[src/rtl/lc3ie_pkg.sv]
// ----------------------------------------------------------------------------
// lc3ie_pkg
// Shared constants, types and helper functions of the LC-3 execute block.
// ----------------------------------------------------------------------------
`default_nettype none

package lc3ie_pkg;

  localparam int MEM_WORDS  = 65536;
  localparam int STRING_CAP = 64;
  localparam int AW         = $clog2(MEM_WORDS);
  localparam int CW         = $clog2(STRING_CAP + 1);

  localparam logic [16:0] MEM_LIMIT    = 17'(MEM_WORDS);
  localparam logic [15:0] KBSR_ADDR    = 16'hFE00;
  localparam logic [15:0] KBDR_ADDR    = 16'hFE02;
  localparam logic [15:0] START_PC_RST = 16'h3000;
  localparam logic [15:0] KB_READY_VAL = 16'h8000;

  localparam logic [1:0] REQ_LOAD  = 2'd0;
  localparam logic [1:0] REQ_STEP  = 2'd1;
  localparam logic [1:0] REQ_START = 2'd2;
  localparam logic [1:0] REQ_RSVD  = 2'd3;

  localparam logic [2:0] ST_EXEC    = 3'd0;
  localparam logic [2:0] ST_NOT_RUN = 3'd1;
  localparam logic [2:0] ST_HALT    = 3'd2;
  localparam logic [2:0] ST_LOADED  = 3'd3;
  localparam logic [2:0] ST_TRUNC   = 3'd4;

  localparam logic [3:0] OP_BR   = 4'h0;
  localparam logic [3:0] OP_ADD  = 4'h1;
  localparam logic [3:0] OP_LD   = 4'h2;
  localparam logic [3:0] OP_ST   = 4'h3;
  localparam logic [3:0] OP_JSR  = 4'h4;
  localparam logic [3:0] OP_AND  = 4'h5;
  localparam logic [3:0] OP_LDR  = 4'h6;
  localparam logic [3:0] OP_STR  = 4'h7;
  localparam logic [3:0] OP_RTI  = 4'h8;
  localparam logic [3:0] OP_NOT  = 4'h9;
  localparam logic [3:0] OP_LDI  = 4'hA;
  localparam logic [3:0] OP_STI  = 4'hB;
  localparam logic [3:0] OP_JMP  = 4'hC;
  localparam logic [3:0] OP_RSVD = 4'hD;
  localparam logic [3:0] OP_LEA  = 4'hE;
  localparam logic [3:0] OP_TRAP = 4'hF;

  localparam logic [7:0] VEC_GETC  = 8'h20;
  localparam logic [7:0] VEC_OUT   = 8'h21;
  localparam logic [7:0] VEC_PUTS  = 8'h22;
  localparam logic [7:0] VEC_IN    = 8'h23;
  localparam logic [7:0] VEC_PUTSP = 8'h24;
  localparam logic [7:0] VEC_HALT  = 8'h25;

  typedef enum logic [4:0] {
    S_CLR, S_IDLE, S_FETCH, S_DECODE, S_EXEC, S_LD_WT, S_LDI_WT, S_LDI_RD,
    S_STI_WT, S_STI_WR, S_TRAP_R0, S_STR_RD, S_STR_WT, S_STR_LO, S_STR_HI,
    S_STR_END, S_DONE
  } state_t;

  typedef enum logic [1:0] {RK_NONE, RK_MEM, RK_KB, RK_ZERO} rd_kind_t;

  typedef struct packed {
    logic          en;
    logic          we;
    logic [AW-1:0] addr;
    logic [15:0]   wdata;
  } mem_req_t;

  typedef struct packed {
    logic        rd_en;
    logic [2:0]  ra_addr;
    logic [2:0]  rb_addr;
    logic        we;
    logic [2:0]  waddr;
    logic [15:0] wdata;
  } rf_req_t;

  function automatic logic [15:0] sext5(input logic [4:0] v);
    return {{11{v[4]}}, v};
  endfunction

  function automatic logic [15:0] sext6(input logic [5:0] v);
    return {{10{v[5]}}, v};
  endfunction

  function automatic logic [15:0] sext9(input logic [8:0] v);
    return {{7{v[8]}}, v};
  endfunction

  function automatic logic [15:0] sext11(input logic [10:0] v);
    return {{5{v[10]}}, v};
  endfunction

  function automatic logic [2:0] flags_of(input logic [15:0] v);
    logic [2:0] f;
    if (v == 16'h0000) begin
      f = 3'b010;
    end else if (v[15]) begin
      f = 3'b100;
    end else begin
      f = 3'b001;
    end
    return f;
  endfunction

  function automatic logic in_range(input logic [15:0] a);
    return {1'b0, a} < MEM_LIMIT;
  endfunction

endpackage

`default_nettype wire

[src/rtl/lc3ie_rf.sv]
// ----------------------------------------------------------------------------
// lc3ie_rf
// Register file: eight words, two registered read ports, one write port.
// ----------------------------------------------------------------------------
`default_nettype none

module lc3ie_rf (
  input  wire logic              clk,
  input  wire lc3ie_pkg::rf_req_t req,
  output logic [15:0]            qa,
  output logic [15:0]            qb
);

  logic [15:0] regs [8];

  always_ff @(posedge clk) begin
    if (req.we) begin
      regs[req.waddr] <= req.wdata;
    end
    if (req.rd_en) begin
      qa <= regs[req.ra_addr];
      qb <= regs[req.rb_addr];
    end
  end

endmodule

`default_nettype wire

[config.mk]
export PLATFORM = sky130hd
export DESIGN_NAME = lc3ie_rf
export DESIGN_NICKNAME = d
export VERILOG_FILES = /design/src/rtl/lc3ie_pkg.sv /design/src/rtl/lc3ie_rf.sv
export SDC_FILE = /design/constraint.sdc
export NUM_CORES = 1
export LEC_CHECK = 0
export BUFFER_PORTS_ARGS = -buffer_cell sky130_fd_sc_hd__buf_2
export CAP_MARGIN = 25
export CORE_ASPECT_RATIO = 0.9
export CORE_MARGIN = 10
export CORE_UTILIZATION = 56
export CTS_BUF_LIST = sky130_fd_sc_hd__clkbuf_4
export CTS_CLUSTER_DIAMETER = 100
export DETAILED_ROUTE_END_ITERATION = 6
export PLACE_DENSITY = 0.83
export SLEW_MARGIN = 20
export SYNTH_ARGS = -nofsm -noshare
export SYNTH_HDL_FRONTEND = slang
export SYNTH_SLANG_ARGS = --single-unit
[constraint.sdc]
create_clock -name clk -period 2 [get_ports clk]
set_clock_uncertainty 0.15 [all_clocks]
set_input_delay 0.1 -clock clk [delete_from_list [all_inputs] [get_ports clk]]
set_output_delay 0.1 -clock clk [all_outputs]
set_load 0.01 [all_outputs]
-- After elaboration in Yosys (flattened, before gate mapping)
Memories as Yosys holds them, arrays and structs flattened. A register that Yosys moved wholly into a read port is not among the register bits.
Cells that the tools add are included.
- mux-type cells: 2
- $add $sub $neg: 0
- divide/modulo/power cells: 0
- reduce and logical (&&, ||, !) cells: 0
- $lt $le $gt $ge: 0
- bitwise gates (word level): 0
- shift operators: 0
- $mul: 0
- equality and inequality tests: 0
- operator list (operator ; count):
    $mux W1 ; 2
- flip-flop bits (word level): 0
- memory bits (read-only): 0
- bits in latches: 0
- output and inout port bits: 32
- bits of input ports: 28
- bits in writable memories: 128
- memories: 1
- word-level logic and storage cells: 3
- memory list (name ; words ; width ; read ports ; clocked after memory_dff ; write ports ; RTL line ; RTL):
    regs ; 8 ; 16 ; 2 ; 2 ; 1 ; lc3ie_rf.sv:14 ; logic [15:0] regs [8];

-- Depth between registers and ports, before layout
- depth in word-level cells: 2
- mapped depth: 4
- depth with buffers taken out: 2

-- Least setup slack after synthesis
Ideal clock, no wire load.
- path type: input to register
- start point: in req[18] (netlist bit)
- end point: mem regs[0][0], enable pin
- setup time: 409 ps
- stages: 2
- path slack: 27 ps
- path buffers: 0
- data required time: 1441 ps
- arrival: 1413 ps
- cell sequence: nand2b_1 -> nor3_1
- RTL lines (what ; RTL line ; RTL):
    start, declared ; lc3ie_rf.sv:9 ; input wire lc3ie_pkg::rf_req_t req,
    end, declared ; lc3ie_rf.sv:14 ;
No word-level cell before the write port.

-- Worst setup path after layout
- start point: in req[16] (netlist bit)
- end point: mem regs[0][10], enable pin
No word-level cell before the write port.

==> key figures <==
Clock tree
  – Cts bufs inserted: 17
  – Clock Tree Buf Depth: 2
  – Clk slew on worst S/H paths: 0.14 ns
  – CTS tree: yes
  – # resized after CTS: 0
  – Clk root buf: clkbuf_4
  – Worst-skew pair later-pin latency: 0.52 ns
  – H-Tree Depth: 4
  – Clk sink count: 160

Timing
  – FMAX: 572 MHz
  – Slew HR: between 40% and 50%
  – Final Max Tran Viols: 0
  – RSZ-0062 raised after global routing: false
  – Worst Max-Slew Pin Slew: between 0.8 and 0.9 ns
  – Fin crit period: 1.75 ns
  – Endpoints failing hold: 0
  – Tcrit/Tclk final: 87.5%
  – Sum Neg Setup Slack: 0 ns
  – Final setup violation count: 0
  – Fin Hold WS: 0.0479 ns

Setup path
  – CP top delay family: buffers and inverters
  – Max incr delay on CP: 0.56 ns
  – Worst EP arrival: approximately 1.8 ns
  – Slowest cell on crit path: dlygate4sd3_1
  – Crit path buf inv count: 4
  – Crit path depth: 5
  – CP Cell Sequence: dlygate4sd3_1 -> buf_2 -> nor3_2 -> dlygate4sd3_1 -> buf_4
  – R2R Path End: qa[7]
  – Flop2flop setup slack: approximately 0.39 ns
  – Startpoint Class: input port
  – Reg-to-Reg Start: regs[2][7]
  – Cells on worst reg2reg path: 2
  – CP Max Fanout: 16
  – WS Path Type: input port to flip-flop
  – Critical path origin: req[16]
  – CP most frequent cell: dlygate4sd3_1
  – CP Capture Type: flip-flop
  – Worst Path Required: 2.06 ns
  – Crit path to: regs[0][10]

Flow run
  – Max-cap violations: 0

Die
  – Die ar.: roughly 17,000 um^2
  – Core region area: 12,200 um^2
  – Row count: 38
  – IO Count: 60
  – Die X: approximately 140 um
  – Initial Util: 57.6%
  – Die Y: between 100 and 150 um

Final layout
  – Share of cells above drive strength 1: 37.1%
  – Ant diodes: 0
  – Filler cell count: approximately 800
  – P&R area growth vs syn: 14.2%
  – NumNets Final: 406

Synthesis
  – Register area share after synthesis: 68.6%
  – EDFF count, synth: 160
  – FF+latch count, synth: 160
  – Synth cell count leaders: edfxtp_1, mux4_1, mux2_2
  – Post-synth top area share: approximately two thirds
  – Total of warnings raised by yosys: 0
  – Largest family of logic cells by synthesized area: multiplexers
  – Dominant synthesized flop cell: edfxtp_1
  – Synth area leader: edfxtp_1
  – XOR/XNOR Fraction of Synth Area: 0%
  – Post-synthesis mux area share: 28.7%
  – Avg Cell Area, Syn: ~24 um^2
  – Synth area leaders: edfxtp_1, mux4_1, mux2_2
  – Distinct cells, synth: 12
  – Top-count cell post-synth: edfxtp_1
  – Cells after Synth: 287
  – Post-synth ARST share: 0%
  – Post-synthesis compound-gate area fraction: 0%
  – Synth Area in Adders: 0%
  – Post-Syn Nets: 315
  – Post-Synth Simple-Gate Area: less than 1%
  – Post-synthesis cell area: between 7000 and 8000 um^2

Pwr
  – Max IR drop VDD: 0.000340 V
  – Pwr per Cell Area: 795 nW/um^2
  – Pleak: 2.81 nW

Global routing
  – First-pass GRT wire length: 20,000 um
  – Vias in the first global route: ~3,500
  – Largest net degree at the start of global routing: 33
  – Remaining Overflow, GRT: 0
  – Total GRT Usage: 15.7%
  – Initial antenna violation count: 0

Detailed routing
  – Residual DRC: 0
  – Final WL: about 13,000 um
  – DRT Pass-1 Iters: 4
  – DRT antenna net count: 0
  – Initial DRC count: 275
  – Vias: 3,367
  – Vias per cell: 6.11
  – Wire per inst: 23.7 um

Outcome
  – Status: complete, no violations

Placement
  – Detail Placement HPWL: 7600 um
  – PortBufs: a little under 60
  – Placer congestion estimate: 0.696

Min path
  – HP Class: input port to flip-flop
  – Worst hold start: req[26]
metrics by stage:
stage | area [um^2] | worst slack (ns) | power (mW) | cells | util, %
after CTS | 8000 | 0.295 | 6.43 | 551 | 65.7
after global routing | 8000 | 0.240 | 6.62 | 551 | 65.7
after floorplan | 7010 | 0.0274 | 4.31 | 287 | -
after detailed placement | 7520 | 0.233 | 4.53 | 500 | 61.8
after global placement | 7520 | 0.256 | 4.50 | 500 | 61.8
final | 8000 | 0.251 | 6.36 | 551 | 65.7
flip-flops by register name, indices dropped and copies added (netlist names):
register / flops
qa: 16
qb: 16
regs: 128
logic make-up (layout without fill, tap and decap cells):
logic type             count (synthesis)  count (layout)
buffers and inverters                 18             122
muxes                                 96              96
and+or+nand+nor                       13              13
DFF                                  160             160
power breakdown:
group          leakage (nW)  internal (mW)  switching [mW]  total (mW)
sequential             1.48           3.85          0.0481        3.90
combinational          1.18          0.305           0.270       0.575
clock                 0.146          0.771            1.12        1.89
total                  2.81           4.93            1.43        6.36
timing repair:
item,CTS,global route
buffers inserted,0,0
endpoints found under the setup margin,0,0
hold buffers,19,0
hold endpoints to repair,157,0
cell type report:
type | count | area (um^2) | share of cell area [%]
Sequential cell | 160 | 4800 | 60.1
Multi-Input combinational cell | 109 | 2080 | 26.0
Timing Repair Buffer | 90 | 626 | 7.82
Tap cell | 160 | 200 | 2.50
Clock inverter | 14 | 153 | 1.91
Clock buffer | 18 | 135 | 1.69
worst min-delay path by stage:
stage | end | depth (start not counted) | slack [ns]
CTS | qb[7] | 1 | 0.009
global placement | regs[1][5] | 1 | 0.21
detailed placement | regs[1][5] | 1 | 0.22
floorplan | regs[0][0] | 0 | 0.05
global route | qa[14] | 2 | 0.01
finish | qb[7] | 1 | 0.05
routing by layer:
metal | GRT usage [%] | part of all wire, % | up-vias
li1 | - | - | 1487
met1 | 19.3 | 37 | 1750
met2 | 26.7 | 54 | 120
met3 | 3.97 | 8.3 | 10
met4 | 4.41 | 0.82 | 0
met5 | 0 | 0 | -
layout by cell type, fill, tap and decap left out, drive strengths merged:
master	n
clkinvlp	4
nor3	2
clkinv	3
nand2	2
dlygate4sd3	19
buf	71
inv	5
clkbuf	18
bufinv	2
nand2b	3
nor2	6
mux4	64
edfxtp	160
mux2	32
Power figures use the tool's default switching activity.
