--- src/rtl/lc3ie_pkg.sv ---
// ----------------------------------------------------------------------------
// lc3ie_pkg
// Shared constants, types and helper functions of the LC-3 execute block.
// ----------------------------------------------------------------------------
`default_nettype none

package lc3ie_pkg;

  localparam int MEM_WORDS  = 65536;
  localparam int STRING_CAP = 64;
  localparam int AW         = $clog2(MEM_WORDS);
  localparam int CW         = $clog2(STRING_CAP + 1);

  localparam logic [16:0] MEM_LIMIT    = 17'(MEM_WORDS);
  localparam logic [15:0] KBSR_ADDR    = 16'hFE00;
  localparam logic [15:0] KBDR_ADDR    = 16'hFE02;
  localparam logic [15:0] START_PC_RST = 16'h3000;
  localparam logic [15:0] KB_READY_VAL = 16'h8000;

  localparam logic [1:0] REQ_LOAD  = 2'd0;
  localparam logic [1:0] REQ_STEP  = 2'd1;
  localparam logic [1:0] REQ_START = 2'd2;
  localparam logic [1:0] REQ_RSVD  = 2'd3;

  localparam logic [2:0] ST_EXEC    = 3'd0;
  localparam logic [2:0] ST_NOT_RUN = 3'd1;
  localparam logic [2:0] ST_HALT    = 3'd2;
  localparam logic [2:0] ST_LOADED  = 3'd3;
  localparam logic [2:0] ST_TRUNC   = 3'd4;

  localparam logic [3:0] OP_BR   = 4'h0;
  localparam logic [3:0] OP_ADD  = 4'h1;
  localparam logic [3:0] OP_LD   = 4'h2;
  localparam logic [3:0] OP_ST   = 4'h3;
  localparam logic [3:0] OP_JSR  = 4'h4;
  localparam logic [3:0] OP_AND  = 4'h5;
  localparam logic [3:0] OP_LDR  = 4'h6;
  localparam logic [3:0] OP_STR  = 4'h7;
  localparam logic [3:0] OP_RTI  = 4'h8;
  localparam logic [3:0] OP_NOT  = 4'h9;
  localparam logic [3:0] OP_LDI  = 4'hA;
  localparam logic [3:0] OP_STI  = 4'hB;
  localparam logic [3:0] OP_JMP  = 4'hC;
  localparam logic [3:0] OP_RSVD = 4'hD;
  localparam logic [3:0] OP_LEA  = 4'hE;
  localparam logic [3:0] OP_TRAP = 4'hF;

  localparam logic [7:0] VEC_GETC  = 8'h20;
  localparam logic [7:0] VEC_OUT   = 8'h21;
  localparam logic [7:0] VEC_PUTS  = 8'h22;
  localparam logic [7:0] VEC_IN    = 8'h23;
  localparam logic [7:0] VEC_PUTSP = 8'h24;
  localparam logic [7:0] VEC_HALT  = 8'h25;

  typedef enum logic [4:0] {
    S_CLR, S_IDLE, S_FETCH, S_DECODE, S_EXEC, S_LD_WT, S_LDI_WT, S_LDI_RD,
    S_STI_WT, S_STI_WR, S_TRAP_R0, S_STR_RD, S_STR_WT, S_STR_LO, S_STR_HI,
    S_STR_END, S_DONE
  } state_t;

  typedef enum logic [1:0] {RK_NONE, RK_MEM, RK_KB, RK_ZERO} rd_kind_t;

  typedef struct packed {
    logic          en;
    logic          we;
    logic [AW-1:0] addr;
    logic [15:0]   wdata;
  } mem_req_t;

  typedef struct packed {
    logic        rd_en;
    logic [2:0]  ra_addr;
    logic [2:0]  rb_addr;
    logic        we;
    logic [2:0]  waddr;
    logic [15:0] wdata;
  } rf_req_t;

  function automatic logic [15:0] sext5(input logic [4:0] v);
    return {{11{v[4]}}, v};
  endfunction

  function automatic logic [15:0] sext6(input logic [5:0] v);
    return {{10{v[5]}}, v};
  endfunction

  function automatic logic [15:0] sext9(input logic [8:0] v);
    return {{7{v[8]}}, v};
  endfunction

  function automatic logic [15:0] sext11(input logic [10:0] v);
    return {{5{v[10]}}, v};
  endfunction

  function automatic logic [2:0] flags_of(input logic [15:0] v);
    logic [2:0] f;
    if (v == 16'h0000) begin
      f = 3'b010;
    end else if (v[15]) begin
      f = 3'b100;
    end else begin
      f = 3'b001;
    end
    return f;
  endfunction

  function automatic logic in_range(input logic [15:0] a);
    return {1'b0, a} < MEM_LIMIT;
  endfunction

endpackage

`default_nettype wire

--- src/rtl/lc3ie_in_if.sv ---
// ----------------------------------------------------------------------------
// lc3ie_in_if
// Request channel: valid/ready handshake with the request payload.
// ----------------------------------------------------------------------------
`default_nettype none

interface lc3ie_in_if;
  logic        valid;
  logic        ready;
  logic [1:0]  req_type;
  logic [15:0] address;
  logic [15:0] data;
  logic        key_ready;
  logic [7:0]  key_char;

  modport source (
    output valid, req_type, address, data, key_ready, key_char,
    input  ready
  );
  modport sink (
    input  valid, req_type, address, data, key_ready, key_char,
    output ready
  );
endinterface

`default_nettype wire

--- src/rtl/lc3ie_out_if.sv ---
// ----------------------------------------------------------------------------
// lc3ie_out_if
// Result channel: valid/ready handshake with the result payload.
// ----------------------------------------------------------------------------
`default_nettype none

interface lc3ie_out_if;
  logic        valid;
  logic        ready;
  logic [2:0]  status;
  logic [15:0] instr;
  logic [15:0] next_pc;
  logic [2:0]  cond_flags;
  logic [7:0]  out_char;
  logic        char_valid;
  logic        is_running;
  logic        last;

  modport source (
    output valid, status, instr, next_pc, cond_flags, out_char, char_valid,
           is_running, last,
    input  ready
  );
  modport sink (
    input  valid, status, instr, next_pc, cond_flags, out_char, char_valid,
           is_running, last,
    output ready
  );
endinterface

`default_nettype wire

--- src/rtl/lc3ie_ctrl.sv ---
// ----------------------------------------------------------------------------
// lc3ie_ctrl
// Sequencer: fetch, decode, execute, string output and result register.
// ----------------------------------------------------------------------------
`default_nettype none

module lc3ie_ctrl (
  input  wire logic                clk,
  input  wire logic                rst_n,
  lc3ie_in_if.sink                 in_chan,
  lc3ie_out_if.source              out_chan,
  input  wire logic                cfg_we,
  input  wire logic [15:0]         cfg_wdata,
  output lc3ie_pkg::mem_req_t      mem_req,
  input  wire logic [15:0]         mem_q,
  output lc3ie_pkg::rf_req_t       rf_req,
  input  wire logic [15:0]         rf_qa,
  input  wire logic [15:0]         rf_qb
);

  localparam int AW = lc3ie_pkg::AW;
  localparam int CW = lc3ie_pkg::CW;

  lc3ie_pkg::state_t   state_r, state_nxt;
  lc3ie_pkg::rd_kind_t rk_r, rk_nxt;
  logic [AW-1:0] clr_r, clr_nxt;
  logic [15:0]   pc_r, pc_nxt;
  logic [15:0]   ir_r, ir_nxt;
  logic [15:0]   instr_r, instr_nxt;
  logic [2:0]    flags_r, flags_nxt;
  logic          run_r, run_nxt;
  logic [15:0]   start_pc_r;
  logic          kr_r, kr_nxt;
  logic [7:0]    kc_r, kc_nxt;
  logic [15:0]   addr_r, addr_nxt;
  logic [15:0]   w_r, w_nxt;
  logic [CW-1:0] n_r, n_nxt;
  logic [7:0]    pend_r, pend_nxt;
  logic          pend_v_r, pend_v_nxt;
  logic          trunc_r, trunc_nxt;
  logic          packed_r, packed_nxt;
  logic [2:0]    status_r, status_nxt;
  logic [7:0]    char_r, char_nxt;
  logic          cv_r, cv_nxt;

  logic          ov_r;
  logic [2:0]    o_status_r;
  logic [15:0]   o_instr_r;
  logic [15:0]   o_pc_r;
  logic [2:0]    o_flags_r;
  logic [7:0]    o_char_r;
  logic          o_cv_r;
  logic          o_run_r;
  logic          o_last_r;

  logic          emit;
  logic [2:0]    e_status;
  logic [7:0]    e_char;
  logic          e_cv;
  logic          e_last;
  logic          out_free;

  logic          rd_go;
  logic [15:0]   rd_a;
  logic [15:0]   rd_val;
  logic [15:0]   alu_b;
  logic [15:0]   wv;
  logic [3:0]    opc;
  logic [3:0]    dec_opc;
  logic [2:0]    dr;
  logic [7:0]    trapv;
  logic [15:0]   pc_off9;
  logic [15:0]   ra_off6;
  logic          br_take;

  assign out_free = !ov_r || out_chan.ready;
  assign in_chan.ready = (state_r == lc3ie_pkg::S_IDLE);

  assign opc     = ir_r[15:12];
  assign dr      = ir_r[11:9];
  assign trapv   = ir_r[7:0];
  assign dec_opc = rd_val[15:12];
  assign pc_off9 = pc_r + lc3ie_pkg::sext9(ir_r[8:0]);
  assign ra_off6 = rf_qa + lc3ie_pkg::sext6(ir_r[5:0]);
  assign alu_b   = ir_r[5] ? lc3ie_pkg::sext5(ir_r[4:0]) : rf_qb;
  assign br_take = |(dr & flags_r);

  always_comb begin
    case (rk_r)
      lc3ie_pkg::RK_KB:   rd_val = kr_r ? lc3ie_pkg::KB_READY_VAL : 16'h0000;
      lc3ie_pkg::RK_MEM:  rd_val = mem_q;
      default:            rd_val = 16'h0000;
    endcase
  end

  always_comb begin
    state_nxt  = state_r;
    clr_nxt    = clr_r;
    pc_nxt     = pc_r;
    ir_nxt     = ir_r;
    instr_nxt  = instr_r;
    flags_nxt  = flags_r;
    run_nxt    = run_r;
    kr_nxt     = kr_r;
    kc_nxt     = kc_r;
    addr_nxt   = addr_r;
    w_nxt      = w_r;
    n_nxt      = n_r;
    pend_nxt   = pend_r;
    pend_v_nxt = pend_v_r;
    trunc_nxt  = trunc_r;
    packed_nxt = packed_r;
    status_nxt = status_r;
    char_nxt   = char_r;
    cv_nxt     = cv_r;
    rk_nxt     = lc3ie_pkg::RK_NONE;
    rd_go      = 1'b0;
    rd_a       = 16'h0000;
    wv         = 16'h0000;
    emit       = 1'b0;
    e_status   = status_r;
    e_char     = char_r;
    e_cv       = cv_r;
    e_last     = 1'b1;
    mem_req    = '0;
    rf_req     = '0;

    // keyboard data word follows a status poll
    if (rk_r == lc3ie_pkg::RK_KB && kr_r && lc3ie_pkg::in_range(lc3ie_pkg::KBDR_ADDR)) begin
      mem_req.en    = 1'b1;
      mem_req.we    = 1'b1;
      mem_req.addr  = lc3ie_pkg::KBDR_ADDR[AW-1:0];
      mem_req.wdata = {8'h00, kc_r};
    end

    case (state_r)
      lc3ie_pkg::S_CLR: begin
        mem_req.en    = 1'b1;
        mem_req.we    = 1'b1;
        mem_req.addr  = clr_r;
        mem_req.wdata = 16'h0000;
        rf_req.we     = 1'b1;
        rf_req.waddr  = clr_r[2:0];
        rf_req.wdata  = 16'h0000;
        clr_nxt       = clr_r + 1'b1;
        if (clr_r == AW'(lc3ie_pkg::MEM_WORDS - 1)) begin
          state_nxt = lc3ie_pkg::S_IDLE;
        end
      end
      lc3ie_pkg::S_IDLE: begin
        if (in_chan.valid) begin
          kr_nxt     = in_chan.key_ready;
          kc_nxt     = in_chan.key_char;
          instr_nxt  = 16'h0000;
          char_nxt   = 8'h00;
          cv_nxt     = 1'b0;
          n_nxt      = '0;
          pend_v_nxt = 1'b0;
          trunc_nxt  = 1'b0;
          state_nxt  = lc3ie_pkg::S_DONE;
          case (in_chan.req_type)
            lc3ie_pkg::REQ_LOAD: begin
              status_nxt = lc3ie_pkg::ST_LOADED;
              if (lc3ie_pkg::in_range(in_chan.address)) begin
                mem_req.en    = 1'b1;
                mem_req.we    = 1'b1;
                mem_req.addr  = in_chan.address[AW-1:0];
                mem_req.wdata = in_chan.data;
              end
            end
            lc3ie_pkg::REQ_START: begin
              status_nxt = lc3ie_pkg::ST_EXEC;
              pc_nxt     = start_pc_r;
              run_nxt    = 1'b1;
            end
            lc3ie_pkg::REQ_STEP: begin
              if (run_r) begin
                status_nxt = lc3ie_pkg::ST_EXEC;
                state_nxt  = lc3ie_pkg::S_FETCH;
              end else begin
                status_nxt = lc3ie_pkg::ST_NOT_RUN;
              end
            end
            default: begin
              status_nxt = lc3ie_pkg::ST_NOT_RUN;
            end
          endcase
        end
      end
      lc3ie_pkg::S_FETCH: begin
        rd_go     = 1'b1;
        rd_a      = pc_r;
        state_nxt = lc3ie_pkg::S_DECODE;
      end
      lc3ie_pkg::S_DECODE: begin
        ir_nxt         = rd_val;
        instr_nxt      = rd_val;
        pc_nxt         = pc_r + 16'd1;
        rf_req.rd_en   = 1'b1;
        rf_req.ra_addr = (dec_opc == lc3ie_pkg::OP_TRAP) ? 3'd0 : rd_val[8:6];
        rf_req.rb_addr = ((dec_opc == lc3ie_pkg::OP_ADD || dec_opc == lc3ie_pkg::OP_AND)
                          && !rd_val[5]) ? rd_val[2:0] : rd_val[11:9];
        state_nxt      = lc3ie_pkg::S_EXEC;
      end
      lc3ie_pkg::S_EXEC: begin
        state_nxt = lc3ie_pkg::S_DONE;
        case (opc)
          lc3ie_pkg::OP_BR: begin
            if (br_take) begin
              pc_nxt = pc_off9;
            end
          end
          lc3ie_pkg::OP_ADD, lc3ie_pkg::OP_AND, lc3ie_pkg::OP_NOT, lc3ie_pkg::OP_LEA: begin
            case (opc)
              lc3ie_pkg::OP_ADD: wv = rf_qa + alu_b;
              lc3ie_pkg::OP_AND: wv = rf_qa & alu_b;
              lc3ie_pkg::OP_NOT: wv = ~rf_qa;
              default:           wv = pc_off9;
            endcase
            rf_req.we    = 1'b1;
            rf_req.waddr = dr;
            rf_req.wdata = wv;
            flags_nxt    = lc3ie_pkg::flags_of(wv);
          end
          lc3ie_pkg::OP_LD: begin
            rd_go     = 1'b1;
            rd_a      = pc_off9;
            state_nxt = lc3ie_pkg::S_LD_WT;
          end
          lc3ie_pkg::OP_LDR: begin
            rd_go     = 1'b1;
            rd_a      = ra_off6;
            state_nxt = lc3ie_pkg::S_LD_WT;
          end
          lc3ie_pkg::OP_LDI: begin
            rd_go     = 1'b1;
            rd_a      = pc_off9;
            state_nxt = lc3ie_pkg::S_LDI_WT;
          end
          lc3ie_pkg::OP_STI: begin
            rd_go     = 1'b1;
            rd_a      = pc_off9;
            state_nxt = lc3ie_pkg::S_STI_WT;
          end
          lc3ie_pkg::OP_ST, lc3ie_pkg::OP_STR: begin
            wv = (opc == lc3ie_pkg::OP_ST) ? pc_off9 : ra_off6;
            if (lc3ie_pkg::in_range(wv)) begin
              mem_req.en    = 1'b1;
              mem_req.we    = 1'b1;
              mem_req.addr  = wv[AW-1:0];
              mem_req.wdata = rf_qb;
            end
          end
          lc3ie_pkg::OP_JMP: begin
            pc_nxt = rf_qa;
          end
          lc3ie_pkg::OP_JSR: begin
            pc_nxt       = ir_r[11] ? pc_r + lc3ie_pkg::sext11(ir_r[10:0]) : rf_qa;
            rf_req.we    = 1'b1;
            rf_req.waddr = 3'd7;
            rf_req.wdata = pc_r;
          end
          lc3ie_pkg::OP_TRAP: begin
            rf_req.we    = 1'b1;
            rf_req.waddr = 3'd7;
            rf_req.wdata = pc_r;
            case (trapv)
              lc3ie_pkg::VEC_GETC, lc3ie_pkg::VEC_IN: begin
                state_nxt = lc3ie_pkg::S_TRAP_R0;
              end
              lc3ie_pkg::VEC_OUT: begin
                char_nxt = rf_qa[7:0];
                cv_nxt   = 1'b1;
              end
              lc3ie_pkg::VEC_PUTS, lc3ie_pkg::VEC_PUTSP: begin
                packed_nxt = (trapv == lc3ie_pkg::VEC_PUTSP);
                addr_nxt   = rf_qa;
                state_nxt  = lc3ie_pkg::S_STR_RD;
              end
              lc3ie_pkg::VEC_HALT: begin
                run_nxt    = 1'b0;
                status_nxt = lc3ie_pkg::ST_HALT;
              end
              default: begin
              end
            endcase
          end
          default: begin
          end
        endcase
      end
      lc3ie_pkg::S_LD_WT: begin
        rf_req.we    = 1'b1;
        rf_req.waddr = dr;
        rf_req.wdata = rd_val;
        flags_nxt    = lc3ie_pkg::flags_of(rd_val);
        state_nxt    = lc3ie_pkg::S_DONE;
      end
      lc3ie_pkg::S_LDI_WT: begin
        addr_nxt  = rd_val;
        state_nxt = lc3ie_pkg::S_LDI_RD;
      end
      lc3ie_pkg::S_LDI_RD: begin
        rd_go     = 1'b1;
        rd_a      = addr_r;
        state_nxt = lc3ie_pkg::S_LD_WT;
      end
      lc3ie_pkg::S_STI_WT: begin
        addr_nxt  = rd_val;
        state_nxt = lc3ie_pkg::S_STI_WR;
      end
      lc3ie_pkg::S_STI_WR: begin
        if (lc3ie_pkg::in_range(addr_r)) begin
          mem_req.en    = 1'b1;
          mem_req.we    = 1'b1;
          mem_req.addr  = addr_r[AW-1:0];
          mem_req.wdata = rf_qb;
        end
        state_nxt = lc3ie_pkg::S_DONE;
      end
      lc3ie_pkg::S_TRAP_R0: begin
        rf_req.we    = 1'b1;
        rf_req.waddr = 3'd0;
        rf_req.wdata = {8'h00, kc_r};
        flags_nxt    = lc3ie_pkg::flags_of({8'h00, kc_r});
        state_nxt    = lc3ie_pkg::S_DONE;
      end
      lc3ie_pkg::S_STR_RD: begin
        rd_go     = 1'b1;
        rd_a      = addr_r;
        state_nxt = lc3ie_pkg::S_STR_WT;
      end
      lc3ie_pkg::S_STR_WT: begin
        w_nxt     = rd_val;
        state_nxt = lc3ie_pkg::S_STR_LO;
      end
      lc3ie_pkg::S_STR_LO: begin
        if (w_r == 16'h0000) begin
          state_nxt = lc3ie_pkg::S_STR_END;
        end else if (n_r == CW'(lc3ie_pkg::STRING_CAP)) begin
          trunc_nxt = 1'b1;
          state_nxt = lc3ie_pkg::S_STR_END;
        end else if (!pend_v_r || out_free) begin
          emit       = pend_v_r;
          e_char     = pend_r;
          e_cv       = 1'b1;
          e_last     = 1'b0;
          pend_nxt   = w_r[7:0];
          pend_v_nxt = 1'b1;
          n_nxt      = n_r + 1'b1;
          if (packed_r && w_r[15:8] != 8'h00) begin
            state_nxt = lc3ie_pkg::S_STR_HI;
          end else begin
            addr_nxt  = addr_r + 16'd1;
            state_nxt = lc3ie_pkg::S_STR_RD;
          end
        end
      end
      lc3ie_pkg::S_STR_HI: begin
        if (n_r == CW'(lc3ie_pkg::STRING_CAP)) begin
          trunc_nxt = 1'b1;
          state_nxt = lc3ie_pkg::S_STR_END;
        end else if (out_free) begin
          emit      = 1'b1;
          e_char    = pend_r;
          e_cv      = 1'b1;
          e_last    = 1'b0;
          pend_nxt  = w_r[15:8];
          n_nxt     = n_r + 1'b1;
          addr_nxt  = addr_r + 16'd1;
          state_nxt = lc3ie_pkg::S_STR_RD;
        end
      end
      lc3ie_pkg::S_STR_END: begin
        if (out_free) begin
          emit      = 1'b1;
          e_char    = pend_v_r ? pend_r : 8'h00;
          e_cv      = pend_v_r;
          e_status  = trunc_r ? lc3ie_pkg::ST_TRUNC : status_r;
          state_nxt = lc3ie_pkg::S_IDLE;
        end
      end
      lc3ie_pkg::S_DONE: begin
        if (out_free) begin
          emit      = 1'b1;
          state_nxt = lc3ie_pkg::S_IDLE;
        end
      end
      default: begin
        state_nxt = lc3ie_pkg::S_IDLE;
      end
    endcase

    // memory read issue with keyboard poll and range handling
    if (rd_go) begin
      if (!lc3ie_pkg::in_range(rd_a)) begin
        rk_nxt = lc3ie_pkg::RK_ZERO;
      end else if (rd_a == lc3ie_pkg::KBSR_ADDR) begin
        rk_nxt        = lc3ie_pkg::RK_KB;
        mem_req.en    = 1'b1;
        mem_req.we    = 1'b1;
        mem_req.addr  = rd_a[AW-1:0];
        mem_req.wdata = kr_r ? lc3ie_pkg::KB_READY_VAL : 16'h0000;
      end else begin
        rk_nxt       = lc3ie_pkg::RK_MEM;
        mem_req.en   = 1'b1;
        mem_req.we   = 1'b0;
        mem_req.addr = rd_a[AW-1:0];
      end
    end
  end

  always_ff @(posedge clk) begin
    if (!rst_n) begin
      state_r    <= lc3ie_pkg::S_CLR;
      rk_r       <= lc3ie_pkg::RK_NONE;
      clr_r      <= '0;
      pc_r       <= 16'h0000;
      ir_r       <= 16'h0000;
      flags_r    <= 3'b000;
      run_r      <= 1'b0;
      start_pc_r <= lc3ie_pkg::START_PC_RST;
      ov_r       <= 1'b0;
    end else begin
      state_r <= state_nxt;
      rk_r    <= rk_nxt;
      clr_r   <= clr_nxt;
      pc_r    <= pc_nxt;
      ir_r    <= ir_nxt;
      flags_r <= flags_nxt;
      run_r   <= run_nxt;
      if (cfg_we) begin
        start_pc_r <= cfg_wdata;
      end
      if (emit) begin
        ov_r <= 1'b1;
      end else if (out_chan.ready) begin
        ov_r <= 1'b0;
      end
    end
  end

  always_ff @(posedge clk) begin
    instr_r  <= instr_nxt;
    kr_r     <= kr_nxt;
    kc_r     <= kc_nxt;
    addr_r   <= addr_nxt;
    w_r      <= w_nxt;
    n_r      <= n_nxt;
    pend_r   <= pend_nxt;
    pend_v_r <= pend_v_nxt;
    trunc_r  <= trunc_nxt;
    packed_r <= packed_nxt;
    status_r <= status_nxt;
    char_r   <= char_nxt;
    cv_r     <= cv_nxt;
    if (emit) begin
      o_status_r <= e_status;
      o_instr_r  <= instr_r;
      o_pc_r     <= pc_r;
      o_flags_r  <= flags_r;
      o_char_r   <= e_cv ? e_char : 8'h00;
      o_cv_r     <= e_cv;
      o_run_r    <= run_r;
      o_last_r   <= e_last;
    end
  end

  assign out_chan.valid      = ov_r;
  assign out_chan.status     = o_status_r;
  assign out_chan.instr      = o_instr_r;
  assign out_chan.next_pc    = o_pc_r;
  assign out_chan.cond_flags = o_flags_r;
  assign out_chan.out_char   = o_char_r;
  assign out_chan.char_valid = o_cv_r;
  assign out_chan.is_running = o_run_r;
  assign out_chan.last       = o_last_r;

endmodule

`default_nettype wire

--- src/flat_wrapper.sv ---
// flat-port wrapper written by rule: the top's interface ports become plain ports
module lc3ie_ctrl_flat 
  (clk, rst_n, cfg_we, cfg_wdata, mem_req, mem_q, rf_req, rf_qa, rf_qb, in_chan_valid, in_chan_req_type, in_chan_address, in_chan_data, in_chan_key_ready, in_chan_key_char, in_chan_ready, out_chan_valid, out_chan_status, out_chan_instr, out_chan_next_pc, out_chan_cond_flags, out_chan_out_char, out_chan_char_valid, out_chan_is_running, out_chan_last, out_chan_ready);
  lc3ie_in_if in_chan_i ();
  lc3ie_out_if out_chan_i ();
  input  wire logic clk;
  input  wire logic rst_n;
  input  wire logic cfg_we;
  input  wire logic [15:0] cfg_wdata;
  output lc3ie_pkg::mem_req_t mem_req;
  input  wire logic [15:0] mem_q;
  output lc3ie_pkg::rf_req_t rf_req;
  input  wire logic [15:0] rf_qa;
  input  wire logic [15:0] rf_qb;
  input wire logic [$bits(in_chan_i.valid)-1:0] in_chan_valid;
  input wire logic [$bits(in_chan_i.req_type)-1:0] in_chan_req_type;
  input wire logic [$bits(in_chan_i.address)-1:0] in_chan_address;
  input wire logic [$bits(in_chan_i.data)-1:0] in_chan_data;
  input wire logic [$bits(in_chan_i.key_ready)-1:0] in_chan_key_ready;
  input wire logic [$bits(in_chan_i.key_char)-1:0] in_chan_key_char;
  output wire logic [$bits(in_chan_i.ready)-1:0] in_chan_ready;
  output wire logic [$bits(out_chan_i.valid)-1:0] out_chan_valid;
  output wire logic [$bits(out_chan_i.status)-1:0] out_chan_status;
  output wire logic [$bits(out_chan_i.instr)-1:0] out_chan_instr;
  output wire logic [$bits(out_chan_i.next_pc)-1:0] out_chan_next_pc;
  output wire logic [$bits(out_chan_i.cond_flags)-1:0] out_chan_cond_flags;
  output wire logic [$bits(out_chan_i.out_char)-1:0] out_chan_out_char;
  output wire logic [$bits(out_chan_i.char_valid)-1:0] out_chan_char_valid;
  output wire logic [$bits(out_chan_i.is_running)-1:0] out_chan_is_running;
  output wire logic [$bits(out_chan_i.last)-1:0] out_chan_last;
  input wire logic [$bits(out_chan_i.ready)-1:0] out_chan_ready;
  assign in_chan_i.valid = in_chan_valid;
  assign in_chan_i.req_type = in_chan_req_type;
  assign in_chan_i.address = in_chan_address;
  assign in_chan_i.data = in_chan_data;
  assign in_chan_i.key_ready = in_chan_key_ready;
  assign in_chan_i.key_char = in_chan_key_char;
  assign in_chan_ready = in_chan_i.ready;
  assign out_chan_valid = out_chan_i.valid;
  assign out_chan_status = out_chan_i.status;
  assign out_chan_instr = out_chan_i.instr;
  assign out_chan_next_pc = out_chan_i.next_pc;
  assign out_chan_cond_flags = out_chan_i.cond_flags;
  assign out_chan_out_char = out_chan_i.out_char;
  assign out_chan_char_valid = out_chan_i.char_valid;
  assign out_chan_is_running = out_chan_i.is_running;
  assign out_chan_last = out_chan_i.last;
  assign out_chan_i.ready = out_chan_ready;
  lc3ie_ctrl u_core (.clk(clk), .rst_n(rst_n), .in_chan(in_chan_i), .out_chan(out_chan_i), .cfg_we(cfg_we), .cfg_wdata(cfg_wdata), .mem_req(mem_req), .mem_q(mem_q), .rf_req(rf_req), .rf_qa(rf_qa), .rf_qb(rf_qb));
endmodule
--- config.mk ---
export PLATFORM = sky130hd
export DESIGN_NAME = lc3ie_ctrl_flat
export DESIGN_NICKNAME = d
export VERILOG_FILES = /design/src/rtl/lc3ie_pkg.sv /design/src/rtl/lc3ie_in_if.sv /design/src/rtl/lc3ie_out_if.sv /design/src/rtl/lc3ie_ctrl.sv /design/src/flat_wrapper.sv
export SDC_FILE = /design/constraint.sdc
export NUM_CORES = 1
export LEC_CHECK = 0
export ABC_AREA = 1
export BUFFER_PORTS_ARGS = -buffer_cell sky130_fd_sc_hd__buf_2
export CAP_MARGIN = 30
export CELL_PAD_IN_SITES_DETAIL_PLACEMENT = 0
export CELL_PAD_IN_SITES_GLOBAL_PLACEMENT = 1
export CORE_MARGIN = 4
export CORE_UTILIZATION = 24
export CTS_CLUSTER_DIAMETER = 40
export CTS_CLUSTER_SIZE = 24
export DETAILED_ROUTE_END_ITERATION = 6
export HOLD_SLACK_MARGIN = 0.02
export PLACE_DENSITY_LB_ADDON = 0.25
export SYNTH_ARGS = -nofsm -noshare
export SYNTH_HDL_FRONTEND = slang
export SYNTH_SLANG_ARGS = --single-unit
--- constraint.sdc ---
create_clock -name clk -period 9.9 [get_ports clk]
set_clock_uncertainty 0.15 [all_clocks]
set_input_delay 0.495 -clock clk [delete_from_list [all_inputs] [get_ports clk]]
set_output_delay 0.495 -clock clk [all_outputs]
set_load 0.1 [all_outputs]
-- Yosys cells after proc, flatten, opt, wreduce, memory -nomap -nowiden
Cells that the tools add are included.
- multipliers: 0
- shifts and indexed selects: 0
- add/sub/neg operators: 8
- eq/ne operators: 64
- $lt $le $gt $ge: 0
- div/mod/pow operators: 0
- mux-type cells: 134
- bitwise logic cells: 3
- reductions and logical operators: 55
- operators by type and width (operator ; number):
    $mux W16 ; 19
    $pmux W16 S3 ; 4
    $mux W34 ; 5
    $pmux W34 S4 ; 1
    $mux W8 ; 15
    $pmux W16 S2 ; 3
    $pmux W20 S4 ; 1
    $pmux W5 S14 ; 1
    $add A16 B16 Y16 ; 4
    $pmux W16 S4 ; 1
    $mux W5 ; 10
    $mux W7 ; 7
    $add A16 B1 Y16 const B ; 3
    $eq A8 B6 Y1 const B ; 6
    $logic_not A16 Y1 ; 3
    $mux W3 ; 14
    $eq A5 B4 Y1 const B ; 8
    $pmux W20 S2 ; 1
    $eq A16 B16 Y1 const B ; 2
    $mux W1 ; 32
    $pmux W8 S2 ; 2
    $eq A4 B4 Y1 const B ; 7
    $pmux W8 S3 ; 1
    $pmux W7 S3 ; 1
    other kinds (49) ; 113
- bits in read-only memories: 0
- flip-flop bits (word level): 212
- output and inout bits: 112
- RAM bits: 0
- bits in latches: 0
- memories: 0
- logic and storage cells: 294
- bits of input ports: 112

-- Depth between registers and ports, before layout
- depth in word-level cells: 9
- mapped depth: 22
- gate-level depth less buffers: 21

-- Least setup slack after synthesis
No wires, ideal clock.
- kind: register to register
- from: register u_core.ov_r (netlist: u_core.out_chan.valid)
- to: register u_core.o_cv_r (netlist: u_core.out_chan.char_valid), enable pin
- library setup time: 0.525 ns
- period minus slack after synthesis: 5.450 ns
- path buffers: 1
- stages on the path, launching flop included: 7
- data arrival time: 4.775 ns
- path slack: 4.450 ns
- required time: 9.225 ns
- cells stage by stage: dfxtp_1 -> inv_1 -> nor2_1 -> inv_1 -> clkbuf_1 -> nand2_1 -> o21ai_0
- word-level cells in the longest chain between the ends: 7
- elaborated cells on any way between the ends: 9
- classes of those cells: mux (6); reduce/logical (3)
- ends and longest elaborated chain (what ; RTL line ; RTL):
    start: declaration ; lc3ie_ctrl.sv:46 ; logic ov_r;
    start signal: assignment ; lc3ie_ctrl.sv:423 ; ov_r <= 1'b0;
    start signal: assignment ; lc3ie_ctrl.sv:436 ; ov_r <= 1'b1;
    start signal: assignment ; lc3ie_ctrl.sv:438 ; ov_r <= 1'b0;
    $logic_not A1 Y1 (*) ; lc3ie_ctrl.sv:76 ; assign out_free = !ov_r || out_chan.ready;
    $logic_or A1 B1 Y1 (*) ; lc3ie_ctrl.sv:76 ;
    $logic_or A1 B1 Y1 ; lc3ie_ctrl.sv:343 ; end else if (!pend_v_r || out_free) begin
    $mux W1 ; lc3ie_ctrl.sv:343 ;
    $mux W1 ; lc3ie_ctrl.sv:340 ; end else if (n_r == CW'(lc3ie_pkg::STRING_CAP)) begin
    $mux W1 ; lc3ie_ctrl.sv:338 ; if (w_r == 16'h0000) begin
    $pmux W1 S3 (*) ; lc3ie_ctrl.sv:136 ; case (state_r)
    via u_core.emit ; lc3ie_ctrl.sv:56 ; logic emit;
    end signal: assignment ; lc3ie_ctrl.sv:463 ; o_cv_r <= e_cv;
    end: declaration ; lc3ie_ctrl.sv:52 ; logic o_cv_r;
Mark *: on every way through the listed nets, which the timed path passes. The rest lies on a longest branch.
A chain may end at the register's enable or synchronous reset.

==> flow_summary.yaml <==
clocking:
  cts_tree: "done"
  cts.htree.levels: 2
  cts_resized: 0
  clock_latency_ps: 560
  clkTransAtPathRegs_ps: 50
  clk_path_buf_depth: 3
  postCtsSetupRepairBufs: 0
  clockRootBuffer: "clkbuf_16"
  cts_made_buffers: 45
  cts.sink_count: 211
placed_design:
  hpwl_microns: 66600
  placed_cell_area_sq_mm: 0.0177
  gp_congestion: 1.05
  io_buffers: 223
global_route:
  grt_max_degree: 54
  grt_pass1_wl_microns: 116000
  grt_pass1_vias: 16554
  grt_overflow: 0
  antenna_found_initial: 1
  grtUsageTotal: 0.226
sta:
  setup_violations: 0
  rsz0062_at_grt: "no"
  setup_tns_ps: 0
  finalCritPeriodShare: 0.558
  worstMarginPinSlew_ps: 1080
  max_freq_mhz: 181
  finalHoldViolations: 0
  slew_headroom: 0.264
  min_period_ps: 5530
  slew_viol_final: 0
setup_path:
  cpMaxStageDelayCell: "dfxtp_1"
  r2r_cells: 18
  start_kind: "register"
  end_kind: "output pin"
  critical_path.cell_chain: "inv_1 > o21ai_0 > ha_1 > inv_1 > fa_1 > inv_1 > nand2_1 > nand3_1 > nor2_1 > o21ai_0 > nand2_1 > o21ai_0 > buf_2"
  critPathTopFamily: "buffers and inverters"
  cp_num_cells: 13
  crit_arrival_ps: 4880
  critPathKind: "register to output pin"
  path_max_fanout: 23
  required_ps: 9260
  r2r_end: "u_core.flags_r[1]$_SDFFE_PN0P_"
  rrSetupSlack_ps: 5560
  slowest_delay_ps: 960
  crit_end: "rf_req[6]"
  worstReg2RegStart: "u_core.ir_r[5]$_SDFFE_PN0P_"
  crit_buf_inv: 4
  critPathLaunch: "u_core.ir_r[5]$_SDFFE_PN0P_"
synthesis:
  syn-num-nets: 2430
  syn_area_sq_mm: 0.0157
  synth.ff_latch_count: 211
  synth_area_per_cell_sq_um: 6.94
  yosysWarnings: 0
  seq_area_frac_synth: 0.356
  syn_inst: 2256
  yosys.cell_types.count: 62
route:
  drt_iter0_drc: 1688
  drt_wl_total_microns: 81600
  drc: 2
  vias: 17305
  first_pass_iters: 7
  wl_per_cell_microns: 24.1
  vias_per_cell: 5.11
  ant_nets: 0
pwr:
  ir_worst_vdd_v: 0.000111
  powerDensity_mw_per_mm2: 191
  p_leak_nw: 8.77
floorplan:
  dieArea_sq_mm: 0.0694
  core_area_sq_mm: 0.0646
  io_pins: 224
  die_w_microns: 263
  initial_core_util: 0.243
  num_rows: 93
  die_h_microns: 263
final_layout:
  fin_area_sq_mm: 0.0194
  final_cell_mix: "nand2_1 (591), inv_1 (316), buf_2 (224)"
  layout_commonest_cell: "nand2_1"
  drive_gt1_frac: 0.151
  nets: 2668
  area_growth_pct: 23.7
min_path:
  hp-class: "input pin to register"
status:
  violations: "design-rule violations"
  run_status: "finished, violations left"
job:
  cap_violations: 0
Yosys cell counts (all sizes together):
master     n  area [sq um]
o21a      13          97.6
a2111oi    1          8.76
dfxtp     76          1520
o211a      1          10.0
a221o      2          20.0
nor2     229           971
o21bai     1          7.51
o32ai      1          8.76
o311ai     1          8.76
a21oi    184           940
edfxtp   135          4050
a22oi     16           120
o211ai    22           165
nand3    133           713
or2        4          25.0
nand2    597          2260
a41oi      2          36.3
xor2       9          78.8
o2111ai    6          52.6
clkbuf    38           143
fa         3          60.1
nand3b    17           128
nand4     28           175
clkinv     2          7.51
o22ai     20           125
o31ai      2          15.0
a211oi     4          30.0
nor4      17           113
inv      332          1250
nor3b      4          30.0
ha        59           738
and2       3          18.8
a21boi     1          7.51
a22o       1          8.76
a221oi    12           105
a31oi      7          43.8
buf       20           111
xnor2      6          52.6
and3       1          6.26
a31o       1          8.76
o21ai    178           906
o221ai    34           298
nor3      33           191
power breakdown:
group	total, W	switching [W]	internal (W)
Clock	0.00153	0.000540	0.000988
Sequential	0.00113	0.000102	0.00103
Combinational	0.00104	0.000809	0.000229
Total	0.00369	0.00145	0.00224
metrics by stage:
step / setup WS (ps) / hold WS (ps) / util / cells / total power, W
after floorplan: 4450 / 250 / - / 2256 / 0.00177
after global placement: 5040 / 256 / 0.274 / 3287 / 0.00216
after detailed placement: 4950 / 255 / 0.274 / 3289 / 0.00216
after CTS: 4340 / 25.3 / 0.300 / 3384 / 0.00371
after global routing: 4090 / 59.8 / 0.300 / 3384 / 0.00384
final: 4370 / 34.0 / 0.300 / 3385 / 0.00369
worst reg2reg max path, stage by stage, from the launching register on:
cell	delay, ps
dfxtp_1	960
inv_1	440
o21ai_0	270
ha_1	280
inv_1	80
fa_1	460
o21ai_0	290
nand2_1	120
nand2_1	110
nand2_1	70
nand2_1	60
nand2_1	50
nand3_1	80
nand2_1	60
nand2_1	160
nand2_1	100
nor2_1	260
nand3_1	130
a21oi_1	140
metal layers:
| layer | GRT usage | vias up | wire length (microns) |
|---|---|---|---|
| li1 | - | 8142 | - |
| met3 | 0.0383 | 151 | 5850 |
| met5 | 0.00832 | - | 79 |
| met2 | 0.352 | 800 | 35600 |
| met1 | 0.311 | 8210 | 36500 |
| met4 | 0.0886 | 2 | 3570 |
kinds of logic (layout without fill, tap and decap cells):
logic type               count (synthesis)  count (layout)  synth area share
XOR/XNOR                                15              15           0.00839
buffers and inverters                  392             665            0.0964
AND/OR/NAND/NOR                       1066            1066             0.295
adder cells (fa/ha/maj)                 62              62            0.0510
AO/OA/AOI/OAI                          510             510             0.193
other                                    0               1                 0
flip-flops                             211             211             0.356
state kept, by name, summed over array words and instances (netlist names), 8 cells and up:
register and flops:
u_core.start_pc_r 16, u_core.clr_r 16, u_core.addr_r 16, u_core.out_chan.out_char 8
u_core.instr_r 16, u_core.ir_r 16, u_core.out_chan.instr 16, u_core.kc_r 8
u_core.pc_r 16, u_core.pend_r 8, u_core.out_chan.next_pc 16, u_core.w_r 16
u_core.char_r 8
layout make-up:
cell class / instances / area [sq um]
Antenna cell: 1 / 2.50
Timing Repair Buffer: 249 / 1360
Sequential cell: 211 / 5580
Inverter: 334 / 1260
Tap cell: 855 / 1070
Clock inverter: 36 / 378
Clock buffer: 46 / 1150
Fill cell: 7123 / 45200
Multi-Input combinational cell: 1653 / 8590
repair_timing:
item,4_1_cts,5_1_grt
setup endpoints to repair,0,0
hold buffers,13,0
hold endpoints to repair,13,0
worst min-delay path by stage:
stage | endpoint | slack (ps) | startpoint | cells after the start
CTS | u_core.start_pc_r[4]$_SDFFE_PN0P_ | 30 | cfg_wdata[4] | 3
global route | u_core.start_pc_r[2]$_SDFFE_PN0P_ | 60 | cfg_wdata[2] | 3
finish | u_core.start_pc_r[1]$_SDFFE_PN0P_ | 30 | cfg_wdata[1] | 3
global placement | u_core.out_chan.instr[4]$_DFFE_PP_ | 260 | u_core.instr_r[4]$_SDFFCE_PN0P_ | 0
detailed placement | u_core.out_chan.instr[5]$_DFFE_PP_ | 250 | u_core.instr_r[5]$_SDFFCE_PN0P_ | 0
floorplan | u_core.out_chan.instr[0]$_DFFE_PP_ | 250 | u_core.instr_r[0]$_SDFFCE_PN0P_ | 0
(Power assumes the default switching activity.)
